[config.mk]
export PLATFORM = sky130hd
export DESIGN_NAME = rv32ie_regfile
export DESIGN_NICKNAME = d
export VERILOG_FILES = /design/src/design/rv32ie_pkg.sv /design/src/design/rv32ie_regfile.sv
export SDC_FILE = /design/constraint.sdc
export NUM_CORES = 2
export LEC_CHECK = 0
export ABC_CLOCK_PERIOD_IN_PS = 1800
export BUFFER_PORTS_ARGS = -buffer_cell sky130_fd_sc_hd__buf_4
export CORE_ASPECT_RATIO = 1.5
export CORE_MARGIN = 4
export CORE_UTILIZATION = 50
export CTS_BUF_LIST = sky130_fd_sc_hd__clkbuf_8 sky130_fd_sc_hd__clkbuf_16
export DETAILED_ROUTE_END_ITERATION = 7
export GPL_TIMING_DRIVEN = 0
export PLACE_DENSITY = 0.68
export SLEW_MARGIN = 20
export SYNTH_ARGS = -nofsm -noshare
export SYNTH_HDL_FRONTEND = slang
export SYNTH_SLANG_ARGS = --single-unit
[constraint.sdc]
create_clock -name clk_i -period 1.8 [get_ports clk_i]
set_input_delay 0.18 -clock clk_i [delete_from_list [all_inputs] [get_ports clk_i]]
set_output_delay 0.18 -clock clk_i [all_outputs]
set_load 0.05 [all_outputs]
[src/design/rv32ie_pkg.sv]
// ----------------------------------------------------------------------------
// rv32ie_pkg
// Shared types, operation codes and lane helpers for the RV32I execute core.
// ----------------------------------------------------------------------------
`default_nettype none

package rv32ie_pkg;

  localparam int unsigned XLEN   = 32;
  localparam int unsigned OP_W   = 6;
  localparam int unsigned REG_W  = 5;
  localparam int unsigned IMM_W  = 21;
  localparam int unsigned NREGS  = 32;

  // operation codes of the decoded item; unlisted codes behave as OP_NOP
  typedef enum logic [OP_W-1:0] {
    OP_ADD   = 6'd0,  OP_SUB   = 6'd1,  OP_SLT   = 6'd2,  OP_SLTU  = 6'd3,
    OP_AND   = 6'd4,  OP_OR    = 6'd5,  OP_XOR   = 6'd6,  OP_SLL   = 6'd7,
    OP_SRL   = 6'd8,  OP_SRA   = 6'd9,  OP_ADDI  = 6'd10, OP_SLTI  = 6'd11,
    OP_SLTIU = 6'd12, OP_ANDI  = 6'd13, OP_ORI   = 6'd14, OP_XORI  = 6'd15,
    OP_SLLI  = 6'd16, OP_SRLI  = 6'd17, OP_SRAI  = 6'd18, OP_LUI   = 6'd19,
    OP_AUIPC = 6'd20, OP_JAL   = 6'd21, OP_JALR  = 6'd22, OP_BEQ   = 6'd23,
    OP_BNE   = 6'd24, OP_BLT   = 6'd25, OP_BLTU  = 6'd26, OP_BGE   = 6'd27,
    OP_BGEU  = 6'd28, OP_LW    = 6'd29, OP_LH    = 6'd30, OP_LHU   = 6'd31,
    OP_LB    = 6'd32, OP_LBU   = 6'd33, OP_SW    = 6'd34, OP_SH    = 6'd35,
    OP_SB    = 6'd36, OP_NOP   = 6'd37
  } op_e;

  // result of the execute stage
  typedef struct packed {
    logic [XLEN-1:0]  npc;
    logic             wr_en;
    logic [REG_W-1:0] rd;
    logic [XLEN-1:0]  value;
    logic [XLEN-1:0]  addr;
    logic [XLEN-1:0]  sdata;
  } exec_t;

  function automatic logic is_load(input op_e op);
    is_load = (op == OP_LW) || (op == OP_LH) || (op == OP_LHU) ||
              (op == OP_LB) || (op == OP_LBU);
  endfunction

  function automatic logic is_store(input op_e op);
    is_store = (op == OP_SW) || (op == OP_SH) || (op == OP_SB);
  endfunction

  // pick the lane of a loaded word and extend it
  function automatic logic [XLEN-1:0] load_extract(input op_e op, input logic [1:0] lane,
                                                   input logic [XLEN-1:0] word);
    logic [15:0] half;
    logic [7:0]  byte_v;
    half = lane[1] ? word[31:16] : word[15:0];
    case (lane)
      2'd0:    byte_v = word[7:0];
      2'd1:    byte_v = word[15:8];
      2'd2:    byte_v = word[23:16];
      default: byte_v = word[31:24];
    endcase
    case (op)
      OP_LH:   load_extract = {{16{half[15]}}, half};
      OP_LHU:  load_extract = {16'h0000, half};
      OP_LB:   load_extract = {{24{byte_v[7]}}, byte_v};
      OP_LBU:  load_extract = {24'h000000, byte_v};
      default: load_extract = word;
    endcase
  endfunction

  // merge store data into the old word at its lane
  function automatic logic [XLEN-1:0] store_merge(input op_e op, input logic [1:0] lane,
                                                  input logic [XLEN-1:0] word,
                                                  input logic [XLEN-1:0] data);
    logic [XLEN-1:0] merged;
    merged = word;
    case (op)
      OP_SH: begin
        if (lane[1]) begin
          merged[31:16] = data[15:0];
        end else begin
          merged[15:0] = data[15:0];
        end
      end
      OP_SB: begin
        case (lane)
          2'd0:    merged[7:0]   = data[7:0];
          2'd1:    merged[15:8]  = data[7:0];
          2'd2:    merged[23:16] = data[7:0];
          default: merged[31:24] = data[7:0];
        endcase
      end
      default: merged = data;
    endcase
    store_merge = merged;
  endfunction

endpackage

`default_nettype wire

[src/design/rv32ie_regfile.sv]
// ----------------------------------------------------------------------------
// rv32ie_regfile
// 32-entry register file, two registered read ports, one write port, per-entry
// valid bits for the zero reset and a bypass of the most recent write.
// ----------------------------------------------------------------------------
`default_nettype none

module rv32ie_regfile (
  input  logic                          clk_i,
  input  logic                          rst_ni,
  input  logic [rv32ie_pkg::REG_W-1:0]  ra_addr_i,
  input  logic [rv32ie_pkg::REG_W-1:0]  rb_addr_i,
  output logic [rv32ie_pkg::XLEN-1:0]   ra_data_o,
  output logic [rv32ie_pkg::XLEN-1:0]   rb_data_o,
  input  logic                          we_i,
  input  logic [rv32ie_pkg::REG_W-1:0]  waddr_i,
  input  logic [rv32ie_pkg::XLEN-1:0]   wdata_i
);
  import rv32ie_pkg::*;

  logic [XLEN-1:0]  mem_q [NREGS];
  logic [NREGS-1:0] valid_q;
  logic [XLEN-1:0]  ra_rdata_q;
  logic [XLEN-1:0]  rb_rdata_q;
  logic [REG_W-1:0] ra_addr_q;
  logic [REG_W-1:0] rb_addr_q;
  logic             wb_valid_q;
  logic [REG_W-1:0] wb_idx_q;
  logic [XLEN-1:0]  wb_data_q;

  // storage and registered reads; an entry never written reads as zero
  always_ff @(posedge clk_i) begin
    if (we_i) begin
      mem_q[waddr_i] <= wdata_i;
    end
    ra_rdata_q <= valid_q[ra_addr_i] ? mem_q[ra_addr_i] : '0;
    rb_rdata_q <= valid_q[rb_addr_i] ? mem_q[rb_addr_i] : '0;
    ra_addr_q  <= ra_addr_i;
    rb_addr_q  <= rb_addr_i;
    if (we_i) begin
      wb_idx_q  <= waddr_i;
      wb_data_q <= wdata_i;
    end
  end

  // valid bits and last-write flag
  always_ff @(posedge clk_i or negedge rst_ni) begin
    if (!rst_ni) begin
      valid_q    <= '0;
      wb_valid_q <= 1'b0;
    end else if (we_i) begin
      valid_q[waddr_i] <= 1'b1;
      wb_valid_q       <= 1'b1;
    end
  end

  // a write at the read edge is not in the read data yet
  assign ra_data_o = (wb_valid_q && (wb_idx_q == ra_addr_q)) ? wb_data_q : ra_rdata_q;
  assign rb_data_o = (wb_valid_q && (wb_idx_q == rb_addr_q)) ? wb_data_q : rb_rdata_q;

endmodule

`default_nettype wire

==> results.yml <==
cells_and_area:
  drive_gt1_share_pct: 29.6
  fillerInstances: 7704
  nets: 3615
  areaGrowthSynthToFinish_pct: 19.4
global_route:
  gr-total-overflow: 0
  grt_pass1_vias: 35200
  antenna_found_initial: 2
  grt_max_degree: 34
  grt_use_total_pct: 33.2
  grt_pass1_wl_um: 261000
synth:
  synth_cells: 3175
  avgSynthCellArea_um2: 16.8
  yosys-top-cells-area: "edfxtp_1 60%, mux4_2 11%, mux2i_1 9.8%"
  netlist_area_um2: 53400
  synth.largest_area_cell: "edfxtp_1"
  synth_warnings: 0
  synth_enable_flop_cells: 1061
  synth-seq-cells: 1168
  synth.area.mux_share_pct: 22.5
  syn_nets: 3225
  yosysSeqAreaShare_pct: 64.0
  synthXorXnorAreaFrac_pct: 0.164
  synthArstFlopShare_pct: 2.83
  synth_cell_types: 41
  synthAdderAreaFrac_pct: 0
  synth_ff_type: "edfxtp_1"
  yosysTopAreaCellShare_pct: 59.7
  synth_top_family_by_area: "multiplexers"
  synth_compound_area_share_pct: 7.05
  synth-simple-area-share_pct: 3.45
cts:
  cts_tree: "yes"
  htreeDepth: 3
  clockBufferDepth: 3
  clock-sinks: 1168
  clock_latency_ps: 720
  root_buffer: "clkbuf_16"
  cts_buffers: 110
  path_clk_slew_ps: 60
critical_path:
  critical_path_class: "reg -> out"
  path_depth: 7
  rr_worst_depth: 7
  path_buf_inv: 3
  path_max_fanout: 10
  crit_family: "simple AND/OR/NAND/NOR gates"
  path_cells: "xor2_1 -> nor4_2 -> and3_4 -> buf_12 -> buf_12 -> mux2_4 -> buf_6"
  cp_data_arrival_time_ps: 2870
  crit_path_frequent_cell: "buf_12"
  end_kind: "output port"
  slowest_stage: "edfxtp_1"
  critPathRequiredTime_ps: 1620
  crit_path_max_incr_delay_ps: 430
  cp-start-kind: "flip-flop"
detailed_routing:
  routed_via_density: 6.91
  drt_iter0_drc: 4828
  drcViolationCount: 0
  wire_per_inst_um: 37.1
  drt_pre_antenna_iters: 8
  postRouteAntennaNets: 0
  wirelength_um: 188000
  vias: 35000
floorplanning:
  fp-row-count: 146
  fp.dieArea_um2: 112000
  die_h_um: 408
  ios: 114
  core_um2: 106000
  die_width_um: 275
  initial_core_util_pct: 50.5
timing:
  tightestPinTransition_ps: 1320
  finalHoldViolations: 0
  setup_viol: 128
  finalWorstSetupSlack_ps: -1250
  fin_crit_sh_pct: 170
  skew_ps: 28.6
  relSlewSlack_pct: 12.3
  fmax_mhz: 328
  rsz0062_at_grt: "yes"
  min_period_ps: 3050
  hold_slack_ps: 128
  slew_viol_final: 0
status:
  status: "finished, violations left"
  violations: "negative setup slack"
pwr:
  p_per_area_nw_per_um2: 997
  ir_drop_mv: 0.817
  cellLeakagePower_nw: 22.2
  power.total_w: 0.0636
worst_hold_path:
  holdPathStages: 2
  hp-class: "in -> reg"
placement:
  io_buffers: 113
  gp_congestion: 0.953
  hpwl_um: 129000
run:
  maxCapViolCount: 0
synth_stat cells, drive strengths merged, types with 4 or more instances:
library cell  number
clkbuf           100
mux4             268
nor3              64
dfxtp             74
or2               33
o21ai            128
nor2             101
a221oi           256
and3              66
nand3b             7
buf              157
inv                4
nand3             70
edfxtp          1061
o211ai             4
xor2               8
a311oi             4
a22oi             64
mux2i            520
a21oi             64
dfrtp             33
mux2              68
path summary, 6_finish.rpt:
| check | from | endpoint | slack [ps] |
|---|---|---|---|
| worst min-delay path | ra_addr_i[0] | ra_addr_q[0]$_DFF_P_ | 130 |
| worst max register to register | valid_q[17]$_DFFE_PN0P_ | rb_rdata_q[14]$_SDFF_PN0_ | -270 |
| min in group asynchronous | rst_ni | wb_valid_q$_DFFE_PN0P_ | 490 |
| max in group asynchronous | rst_ni | valid_q[5]$_DFFE_PN0P_ | 1100 |
| worst min register to register | valid_q[30]$_DFFE_PN0P_ | valid_q[30]$_DFFE_PN0P_ | 490 |
| worst max-delay path | wb_idx_q[2]$_DFFE_PP_ | ra_data_o[28] | -1250 |
placed cells by master (no fill, tap or decap), types with 33 or more instances in the layout:
cell type,netlist,final
buf_4,27,120
a22oi_1,64,64
buf_12,0,50
nand3_1,70,62
clkbuf_1,92,57
buf_2,76,54
nor3_1,64,64
edfxtp_1,1061,1061
clkbuf_16,0,125
dfrtp_1,33,33
a221oi_1,254,249
a21oi_1,64,46
mux4_2,268,268
mux2_4,0,51
or2_2,33,33
mux2i_1,520,520
dlygate4sd3_1,0,52
o21ai_0,112,112
nor2_1,101,69
dfxtp_1,74,74
and3_4,0,63
buf_6,37,101
stage by stage:
step | setup WS (ps) | area (µm²) | setup TNS (ps) | cells | utilization (%)
2_1_floorplan | -483 | 53500 | -238120 | 3175 | -
3_5_place_dp | -1690 | 57400 | -1053730 | 4744 | 54.3
5_1_grt | -1250 | 63700 | -88350 | 5064 | 60.2
4_1_cts | -1190 | 63300 | -81970 | 5051 | 59.8
6_report | -1250 | 63700 | -86290 | 5068 | 60.3
3_3_place_gp | -3310 | 56100 | -2221220 | 4694 | 53.0
final cells by class:
| class | count | area, µm² | area share [%] |
|---|---|---|---|
| Sequential cell | 1168 | 34200 | 53.6 |
| Multi-Input combinational cell | 1746 | 18600 | 29.3 |
| Timing Repair Buffer | 281 | 3690 | 5.78 |
| Clock buffer | 124 | 3020 | 4.75 |
| Buffer | 254 | 1790 | 2.82 |
| Tap cell | 1406 | 1760 | 2.76 |
| Clock inverter | 81 | 627 | 0.984 |
| Inverter | 4 | 15.0 | 0.0236 |
| Antenna cell | 4 | 10.0 | 0.0157 |
routing by layer:
layer,GRT usage [%],vias to the layer above,share of wire [%]
met2,52.8,2423,47
met5,0,-,0.0085
met1,39.9,17900,34
li1,-,14000,-
met4,25.0,2,9.4
met3,6.59,630,9.6
sequential cells by signal (all words and copies together) (netlist names):
register and flops:
ra_rdata_q 32, wb_valid_q 1, valid_q 32, rb_addr_q 5, ra_addr_q 5, wb_idx_q 5, mem_q 1024, wb_data_q 32
rb_rdata_q 32
kinds of logic (layout without fill, tap and decap cells):
kind of cell           after synthesis  in the layout
flip-flops                        1168           1168
multiplexers                       856            856
AO/OA/AOI/OAI                      520            520
AND/OR/NAND/NOR                    360            360
buffers and inverters              261            744
XOR/XNOR                            10             10
other                                0              4
timing repair:
item                                    4_1_cts  5_1_grt
setup buffers                                43       11
pin swaps                                    23       10
endpoints found under the hold margin      1116        0
cloned                                        7        3
endpoints found under the setup margin      848      201
gates resized for setup                     280       88
hold buffers                                 54        0
power by group:
group	internal, W	total, W	switching, W
logic	0.00359	0.00918	0.00560
clock network	0.0133	0.0236	0.0104
registers	0.0303	0.0307	0.000380
Power figures use the tool's default switching activity.
